**config.mk**
```make
export PLATFORM = sky130hd
export DESIGN_NAME = rational_number_alu
export DESIGN_NICKNAME = d
export VERILOG_FILES = /design/src/rtl/rna_pkg.sv /design/src/rtl/rational_number_alu.sv
export SDC_FILE = /design/constraint.sdc
export NUM_CORES = 2
export LEC_CHECK = 0
export BUFFER_PORTS_ARGS = -buffer_cell sky130_fd_sc_hd__buf_2
export CAP_MARGIN = 5
export CORE_MARGIN = 3
export CORE_UTILIZATION = 50
export DETAILED_ROUTE_END_ITERATION = 12
export GPL_TIMING_DRIVEN = 1
export PLACE_DENSITY = 0.75
export SYNTH_ARGS = -nofsm -noshare
export SYNTH_HDL_FRONTEND = slang
export SYNTH_SLANG_ARGS = --single-unit
```
**constraint.sdc**
```tcl
create_clock -name clk -period 15 [get_ports clk]
set_input_delay 3 -clock clk [delete_from_list [all_inputs] [get_ports clk]]
set_output_delay 3 -clock clk [all_outputs]
set_load 0.05 [all_outputs]
```
**src/rtl/rna_pkg.sv**
```systemverilog
`timescale 1ns / 1ps
// ----------------------------------------------------------------------------
// rna_pkg: shared constants and codes of the rational number ALU
// Operation and status codes, default operand width, field and result widths.
// ----------------------------------------------------------------------------
package rna_pkg;
  localparam int OperandWidthDefault = 32;
  localparam int FieldWidth = 32;
  localparam int ResWidth = 64;

  localparam logic [2:0] ACT_ADD = 3'd0;
  localparam logic [2:0] ACT_SUB = 3'd1;
  localparam logic [2:0] ACT_MUL = 3'd2;
  localparam logic [2:0] ACT_DIV = 3'd3;
  localparam logic [2:0] ACT_SIMP = 3'd4;

  localparam logic [1:0] ST_OK = 2'd0;
  localparam logic [1:0] ST_DEN_ZERO = 2'd1;
  localparam logic [1:0] ST_ZERO_ZERO = 2'd2;
  localparam logic [1:0] ST_OVERFLOW = 2'd3;
endpackage

```
**src/rtl/rational_number_alu.sv**
```systemverilog
`timescale 1ns / 1ps
// ----------------------------------------------------------------------------
// rational_number_alu: sequential rational arithmetic with gcd simplify
// Add, subtract, multiply, divide of two fractions, and simplify of A.
// ----------------------------------------------------------------------------
// One item is in work at a time. Add and subtract make three passes through
// the shared OPERAND_WIDTH-bit multiplier, then go through the sum state and
// the output state; multiply and divide make two passes; unused action codes
// go straight to the output state. Simplify loads the magnitudes, runs a
// binary gcd with one shift or subtract step per cycle until one value is
// zero, and then two restoring divisions, one quotient bit per cycle.
// The result waits in an output register until taken; the next beat can be
// accepted in the cycle after that.
module rational_number_alu #(
  parameter int OPERAND_WIDTH = rna_pkg::OperandWidthDefault
) (
  input  logic         clk,
  input  logic         rst,
  input  logic         s_tvalid,
  output logic         s_tready,
  // action[2:0], a_num[34:3], a_den[66:35], b_num[98:67], b_den[130:99], zeros
  input  logic [135:0] s_tdata,
  output logic         m_tvalid,
  input  logic         m_tready,
  // res_num[63:0], res_den[127:64], status[129:128], zeros
  output logic [135:0] m_tdata
);
  import rna_pkg::*;

  localparam int W = OPERAND_WIDTH;
  localparam int CW = $clog2(2 * W + 2);

  typedef enum logic [8:0] {
    S_IDLE = 9'b000000001,
    S_MUL0 = 9'b000000010,
    S_MUL1 = 9'b000000100,
    S_MUL2 = 9'b000001000,
    S_SUM  = 9'b000010000,
    S_GCD  = 9'b000100000,
    S_DIVN = 9'b001000000,
    S_DIVD = 9'b010000000,
    S_OUT  = 9'b100000000
  } state_t;

  state_t state;
  logic [2:0] act;
  logic signed [W-1:0] an, ad, bn, bd;
  logic signed [ResWidth-1:0] p, q, rd;
  logic [W-1:0] gx, gy;
  logic [CW-1:0] shift;
  logic [CW-1:0] cnt;
  logic [W-1:0] gcd_val;
  logic [W-1:0] quo, dvd;
  logic [W:0] rem;
  logic [ResWidth-1:0] out_num, out_den;
  logic [1:0] out_st;

  // Shared multiplier operands.
  logic signed [W-1:0] mul_a, mul_b;
  logic signed [2*W-1:0] mul_p;
  logic signed [ResWidth-1:0] mul_x;

  always_comb begin
    mul_a = an;
    mul_b = bd;
    unique case (state)
      S_MUL0: begin
        mul_a = (act == ACT_MUL) ? an : an;
        mul_b = (act == ACT_MUL) ? bn : bd;
      end
      S_MUL1: begin
        mul_a = ad;
        mul_b = (act == ACT_MUL || act == ACT_ADD || act == ACT_SUB) ? bd : bn;
      end
      S_MUL2: begin
        mul_a = ad;
        mul_b = bn;
      end
      default: begin
        mul_a = an;
        mul_b = bd;
      end
    endcase
  end
  assign mul_p = mul_a * mul_b;
  assign mul_x = ResWidth'(mul_p);

  logic [W-1:0] mag_an, mag_ad;
  assign mag_an = an[W-1] ? W'(-an) : W'(an);
  assign mag_ad = ad[W-1] ? W'(-ad) : W'(ad);

  // Sum or difference and overflow check.
  logic [ResWidth-1:0] sum;
  logic ovf;
  always_comb begin
    if (act == ACT_ADD) begin
      sum = p + q;
      ovf = (p[ResWidth-1] == q[ResWidth-1]) && (sum[ResWidth-1] != p[ResWidth-1]);
    end else begin
      sum = p - q;
      ovf = (p[ResWidth-1] != q[ResWidth-1]) && (sum[ResWidth-1] != p[ResWidth-1]);
    end
  end

  // Binary gcd step: gx and gy kept odd-aligned after common twos removed.
  logic [W-1:0] gdiff;
  assign gdiff = (gx > gy) ? gx - gy : gy - gx;

  // Restoring division step.
  logic [W:0] rem_sh, rem_sub;
  assign rem_sh = {rem[W-1:0], dvd[W-1]};
  assign rem_sub = rem_sh - {1'b0, gcd_val};

  assign s_tready = (state == S_IDLE);

  always_ff @(posedge clk) begin
    if (rst) begin
      state <= S_IDLE;
      m_tvalid <= 1'b0;
    end else begin
      unique case (state)
        S_IDLE: begin
          if (s_tvalid) begin
            act <= s_tdata[2:0];
            an <= W'(s_tdata[3 +: FieldWidth]);
            ad <= W'(s_tdata[35 +: FieldWidth]);
            bn <= W'(s_tdata[67 +: FieldWidth]);
            bd <= W'(s_tdata[99 +: FieldWidth]);
            if (s_tdata[2:0] == ACT_SIMP) state <= S_GCD;
            else if (s_tdata[2:0] > ACT_SIMP) begin
              out_num <= '0;
              out_den <= '0;
              out_st <= ST_DEN_ZERO;
              state <= S_OUT;
              m_tvalid <= 1'b1;
            end else state <= S_MUL0;
            shift <= '0;
            gx <= '0;
            gy <= '0;
            cnt <= '0;
          end
        end
        S_MUL0: begin
          p <= mul_x;
          state <= S_MUL1;
        end
        S_MUL1: begin
          rd <= mul_x;
          state <= (act == ACT_MUL || act == ACT_DIV) ? S_SUM : S_MUL2;
        end
        S_MUL2: begin
          q <= mul_x;
          state <= S_SUM;
        end
        S_SUM: begin
          if (act == ACT_MUL || act == ACT_DIV) begin
            out_num <= p;
            out_den <= rd;
            out_st <= (rd == '0) ? ST_DEN_ZERO : ST_OK;
          end else begin
            out_num <= sum;
            out_den <= rd;
            out_st <= ovf ? ST_OVERFLOW : ((rd == '0) ? ST_DEN_ZERO : ST_OK);
          end
          m_tvalid <= 1'b1;
          state <= S_OUT;
        end
        S_GCD: begin
          // cnt 0 loads magnitudes; afterwards one step per cycle.
          if (cnt == '0) begin
            gx <= mag_an;
            gy <= mag_ad;
            cnt <= CW'(1);
          end else if (gx == '0 || gy == '0) begin
            gcd_val <= (gx | gy) << shift;
            if ((gx | gy) == '0) begin
              out_num <= '0;
              out_den <= '0;
              out_st <= ST_ZERO_ZERO;
              m_tvalid <= 1'b1;
              state <= S_OUT;
            end else begin
              dvd <= mag_an;
              rem <= '0;
              cnt <= '0;
              state <= S_DIVN;
            end
          end else if (!gx[0] && !gy[0]) begin
            gx <= gx >> 1;
            gy <= gy >> 1;
            shift <= shift + CW'(1);
          end else if (!gx[0]) begin
            gx <= gx >> 1;
          end else if (!gy[0]) begin
            gy <= gy >> 1;
          end else if (gx >= gy) begin
            gx <= gdiff;
          end else begin
            gy <= gdiff;
          end
        end
        S_DIVN, S_DIVD: begin
          quo <= {quo[W-2:0], ~rem_sub[W]};
          if (cnt == CW'(W - 1)) begin
            cnt <= '0;
            rem <= '0;
            if (state == S_DIVN) begin
              out_num <= an[W-1]
                ? ResWidth'(-$signed({1'b0, quo[W-2:0], ~rem_sub[W]}))
                : ResWidth'({quo[W-2:0], ~rem_sub[W]});
              dvd <= mag_ad;
              state <= S_DIVD;
            end else begin
              out_den <= ad[W-1]
                ? ResWidth'(-$signed({1'b0, quo[W-2:0], ~rem_sub[W]}))
                : ResWidth'({quo[W-2:0], ~rem_sub[W]});
              out_st <= ({quo[W-2:0], ~rem_sub[W]} == '0) ? ST_DEN_ZERO : ST_OK;
              m_tvalid <= 1'b1;
              state <= S_OUT;
            end
          end else begin
            cnt <= cnt + CW'(1);
            if (!rem_sub[W]) rem <= rem_sub;
            else rem <= rem_sh;
            dvd <= {dvd[W-2:0], 1'b0};
          end
        end
        S_OUT: begin
          if (m_tready) begin
            m_tvalid <= 1'b0;
            state <= S_IDLE;
          end
        end
        default: state <= S_IDLE;
      endcase
    end
  end

  assign m_tdata = {6'b0, out_st, out_den, out_num};

  a_valid_state: assert property (@(posedge clk) disable iff (rst)
    m_tvalid |-> state == S_OUT) else $error("result valid outside output state");
  a_busy: assert property (@(posedge clk) disable iff (rst)
    m_tvalid |-> !s_tready) else $error("accepting while result held");
  a_release: assert property (@(posedge clk) disable iff (rst)
    (m_tvalid && m_tready) |=> !m_tvalid) else $error("result repeated");
endmodule

```
# Word-level counts from Yosys, hierarchy flattened

Cells that the tools add are included.

Flip-flop bits (word level): 668
Input bits: 140
Output and inout port bits: 138

Reductions and logical operators: 41
Multipliers: 1
Order comparisons: 3
Mux-type cells: 95
Shift-type cells: 1
$add $sub $neg: 10
Eq/ne operators: 39
Bitwise gates (word level): 4

Operators with widths:

| kind                                         | number |
|---|---|
| two-way mux 32 bit                           | 29 |
| two-way mux 64 bit                           | 14 |
| case mux 64 bit (4 select lines)             | 2 |
| case mux 32 bit (2 select lines)             | 4 |
| logical NOT 32 bit                           | 4 |
| case mux 32 bit (3 select lines)             | 1 |
| two-way mux 9 bit                            | 9 |
| case mux 9 bit (8 select lines)              | 1 |
| adder 64 bit                                 | 1 |
| logical NOT 64 bit                           | 1 |
| multiplier 32 x 32 -> 64 bit                 | 1 |
| negator 32 bit                               | 2 |
| negator 32 -> 64 bit                         | 1 |
| subtractor 32 bit                            | 2 |
| subtractor 64 bit                            | 1 |
| two-way mux 7 bit                            | 8 |
| subtractor 33 x 32 -> 33 bit                 | 1 |
| greater-or-equal comparator 32 bit           | 1 |
| > comparator 32 bit                          | 1 |
| OR 32 bit                                    | 1 |
| << shifter 32 x 7 -> 32 bit                  | 1 |
| AND reduction 10 bit                         | 3 |
| inequality test 2 bit, second input constant | 12 |
| AND reduction 6 bit                          | 4 |
| 43 further kinds                             | 89 |

# Logic depth before layout (Yosys ltp)

Depth in word-level cells: 9
Gate-level depth with buffers: 40
Depth with buffers taken out: 37

# Worst setup path after synthesis

No wires, ideal clock.

Kind: input -> register
Start point: input port rst
End point: register act[0], enable pin
Setup time: 809 ps
Required time: 14191 ps
Setup slack: 1450 ps
Stages on the path: 2
Arrival: 12741 ps
Cell sequence: clkbuf_1 -> nor3b_1

Cells in the longest elaborated chain, start to end: 2

Ends and longest elaborated chain:

| item                                 | line                       | RTL |
|---|---|---|
| start: declaration                   | rational_number_alu.sv:18  | `input logic rst,` |
| NOT 1 bit (no source line)           | --                         |  |
| AND reduction 3 bit (no source line) | --                         |  |
| end signal: assignment               | rational_number_alu.sv:124 | `act <= s_tdata[2:0];` |
| end: declaration                     | rational_number_alu.sv:46  | `logic [2:0] act;` |

Every way passes these cells.
A chain may end at the register's enable or synchronous reset.

# Worst setup path after layout

Start point: register state[6]
End point: register rd[53], data pin

Cells in the longest elaborated chain, start to end: 4
Elaborated cells on any way between the ends: 7

Ends and longest elaborated chain:

| item                                                                    | line                       | RTL |
|---|---|---|
| start: declaration                                                      | rational_number_alu.sv:45  | `state_t state;` |
| start signal: assignment                                                | rational_number_alu.sv:149 | `state <= (act == ACT_MUL \|\| act == ACT_DIV) ? S_SUM : S_MUL2;` |
| == test 9 x 4 -> 1 bit / == test 9 x 3 -> 1 bit (equally long branches) | rational_number_alu.sv:66  | `unique case (state)` |
| OR reduction 2 bit (no source line)                                     | --                         |  |
| two-way mux 32 bit                                                      | rational_number_alu.sv:66  |  |
| multiplier 32 x 32 -> 64 bit (*)                                        | rational_number_alu.sv:85  | `assign mul_p = mul_a * mul_b;` |
| net mul_p[53]                                                           | rational_number_alu.sv:60  | `logic signed [2*W-1:0] mul_p;` |
| end signal: assignment                                                  | rational_number_alu.sv:148 | `rd <= mul_x;` |
| end: declaration                                                        | rational_number_alu.sv:48  | `logic signed [ResWidth-1:0] p, q, rd;` |

The timed path passes the listed nets; every way through them passes the cells marked *.

==> impl_metrics.env <==
export IMPL_fin_tns_setup_ps=0
export IMPL_fin_nets=9927
export IMPL_fp_dieH_um=401
export IMPL_start_util=0.504
export IMPL_syn_area_sq_um=77800
export IMPL_synth_async_sr_flop_share=0
export IMPL_fillers=13600
export IMPL_synth_cells=8214
export IMPL_wire_per_inst_um=25.5
export IMPL_drtIter0Drc=7070
export IMPL_yosys_warnings=0
export IMPL_area_growth_pct=7.75
export IMPL_run_status="finished clean"
export IMPL_synth_edf_count=658
export IMPL_clock_fmax_mhz=78.2
export IMPL_track_usage=0.328
export IMPL_drc_errors=0
export IMPL_slew_viol_final=0
export IMPL_tritoncts="done"
export IMPL_yosysMostFrequentCell="inv_1"
export IMPL_synth_top_area_share=0.280
export IMPL_post_route_min_period_ps=12780
export IMPL_postCtsSetupBuffers=0
export IMPL_yosys_top_cells_area="fa_1, edfxtp_1, ha_1"
export IMPL_antenna_found_initial=14
export IMPL_grt_max_degree=88
export IMPL_clkLatencyLatePin_ps=730
export IMPL_drive_gt1_frac=0.0783
export IMPL_synth_avg_cell_area_sq_um=9.48
export IMPL_dp_hpwl_mm=201
export IMPL_synth_distinct_cells=92
export IMPL_crit_top_cell="fa_1"
export IMPL_cts_buffers=75
export IMPL_rsz0062_at_grt="false"
export IMPL_ys_seq_area_frac=0.256
export IMPL_crit_path_start_kind="flop"
export IMPL_cts_sinks=668
export IMPL_first_global_vias=64700
export IMPL_core_sq_um=154000
export IMPL_end_kind="flop"
export IMPL_r2r_start="state[6]"
export IMPL_hold_start="m_tvalid"
export IMPL_crit_path_max_incr_delay_ps=940
export IMPL_fin_skew_ps=64.7
export IMPL_hold_violations=0
export IMPL_ios=278
export IMPL_die_area_sq_um=160000
export IMPL_setup_viol=0
export IMPL_grt_pass1_wl_mm=398
export IMPL_clockBufferDepth=3
export IMPL_die_width_um=401
export IMPL_required_ps=15370
export IMPL_crit_path_start="state[6]"
export IMPL_slew_headroom=0.0615
export IMPL_gp_congestion=0.989
export IMPL_worstMarginPinSlew_ps=1400
export IMPL_cts_root_buf="clkbuf_16"
export IMPL_worstPathArrival_ps=13160
export IMPL_drt_pass1_iterations=7
export IMPL_htree_num_levels=3
export IMPL_cts_hold_buf=0
export IMPL_cts_resized=0
export IMPL_ys_ff_latch=668
export IMPL_grt_remaining_overflow=0
export IMPL_postRouteAntennaNets=0
export IMPL_hp_class="reg -> reg"
export IMPL_viasPerCell=6.11
export IMPL_port_buffers=266
export IMPL_finalCritPeriodShare=0.852
export IMPL_yosysTopAreaCell="fa_1"
export IMPL_netlist_top_cells_count="inv_1, fa_1, nor2_1"
export IMPL_drt_wl_total_mm=264
export IMPL_critPathMaxFanout=51
export IMPL_clkSlewWorstSetupHoldPaths_ps=60
export IMPL_num_rows=144
export IMPL_cap_violations=0
export IMPL_route_vias_total=63400
export IMPL_synth_ff_type="edfxtp_1"
export IMPL_crit_type="reg -> reg"
export IMPL_crit_slowest_cell="mux2i_4"
## registers in the layout (all words and copies together), names as in the netlist, 64 cells and up
register,cells
out_den,64
rd,64
out_num,64
q,64
p,64
## path summary, 6_finish.rpt
| check | endpoint | slack (ps) | depth (start not counted) |
|---|---|---|---|
| worst max-delay path | rd[53] | 2220 | 30 |
| worst max register to register | rd[53] | 2220 | 30 |
| worst min-delay path | m_tvalid | 490 | 1 |
| worst min register to register | m_tvalid | 490 | 1 |
## critical path, delay by kind of cell (launching register included)
family | cells | cell delay (ps)
buf+inv | 3 | 550
flops | 1 | 350
xor+xnor | 1 | 670
fa+ha+maj | 9 | 4760
mux | 1 | 940
simple gates | 8 | 2960
compound gates | 8 | 2100
## kinds of logic (layout without fill, tap and decap cells)
group                    count (synthesis)  after routing  share of synthesized area
XOR/XNOR                               316            316                     0.0356
buffers and inverters                 1645           1742                     0.0799
multiplexers                           148            148                     0.0201
other                                    1             23                  0.0000482
flip-flops                             668            668                      0.256
adder cells (fa/ha/maj)               1531           1531                      0.351
AND/OR/NAND/NOR                       2395           2395                      0.134
AO/OA/AOI/OAI                         1510           1510                      0.123
## metal layers
layer,track usage,wire (um)
met1,0.424,99700
met2,0.500,116000
met3,0.0957,32300
met4,0.175,16800
met5,0,57
## final cells by class
type | count | area [sq um] | share of cell area
Sequential cell | 668 | 20000 | 0.238
Inverter | 1219 | 4580 | 0.0546
Multi-Input combinational cell | 5906 | 52100 | 0.621
Timing Repair Buffer | 386 | 2230 | 0.0266
Tap cell | 2044 | 2560 | 0.0305
Clock inverter | 48 | 515 | 0.00615
Clock buffer | 89 | 1930 | 0.0230
Antenna cell | 17 | 42.5 | 0.000507
## per-stage QoR
stage	utilization	setup WS [ps]	instance area, sq um	std cells	hold WS, ps
finish	0.543	2220	83900	10400	487
global route	0.543	1770	83800	10400	492
CTS	0.543	2440	83800	10400	487
detailed placement	0.527	2460	81400	10200	472
global placement	0.527	2640	81400	10200	453
floorplan	-	1450	77900	8219	424
## layout by cell type, fill, tap and decap left out, types with 42 or more instances in the layout
| cell type | count |
|---|---|
| a21o_1 | 120 |
| inv_1 | 1217 |
| o21bai_1 | 62 |
| a21oi_1 | 423 |
| nor2_1 | 933 |
| nand3_1 | 72 |
| o21ai_0 | 321 |
| xor2_1 | 135 |
| o22ai_1 | 45 |
| o31ai_1 | 62 |
| nand2b_1 | 56 |
| nand4_1 | 56 |
| nor2b_1 | 45 |
| nand2_1 | 865 |
| buf_2 | 266 |
| a211oi_1 | 100 |
| or3_1 | 42 |
| o211ai_1 | 54 |
| nor4_1 | 84 |
| mux2i_1 | 97 |
| clkbuf_16 | 75 |
| ha_1 | 444 |
| edfxtp_1 | 658 |
| nor3_1 | 81 |
| buf_4 | 120 |
| fa_1 | 1087 |
| xnor2_1 | 181 |
Power is left out: the tool's default activity adds up to more than one toggle a clock period on the data nets, which glitch-free logic cannot reach.
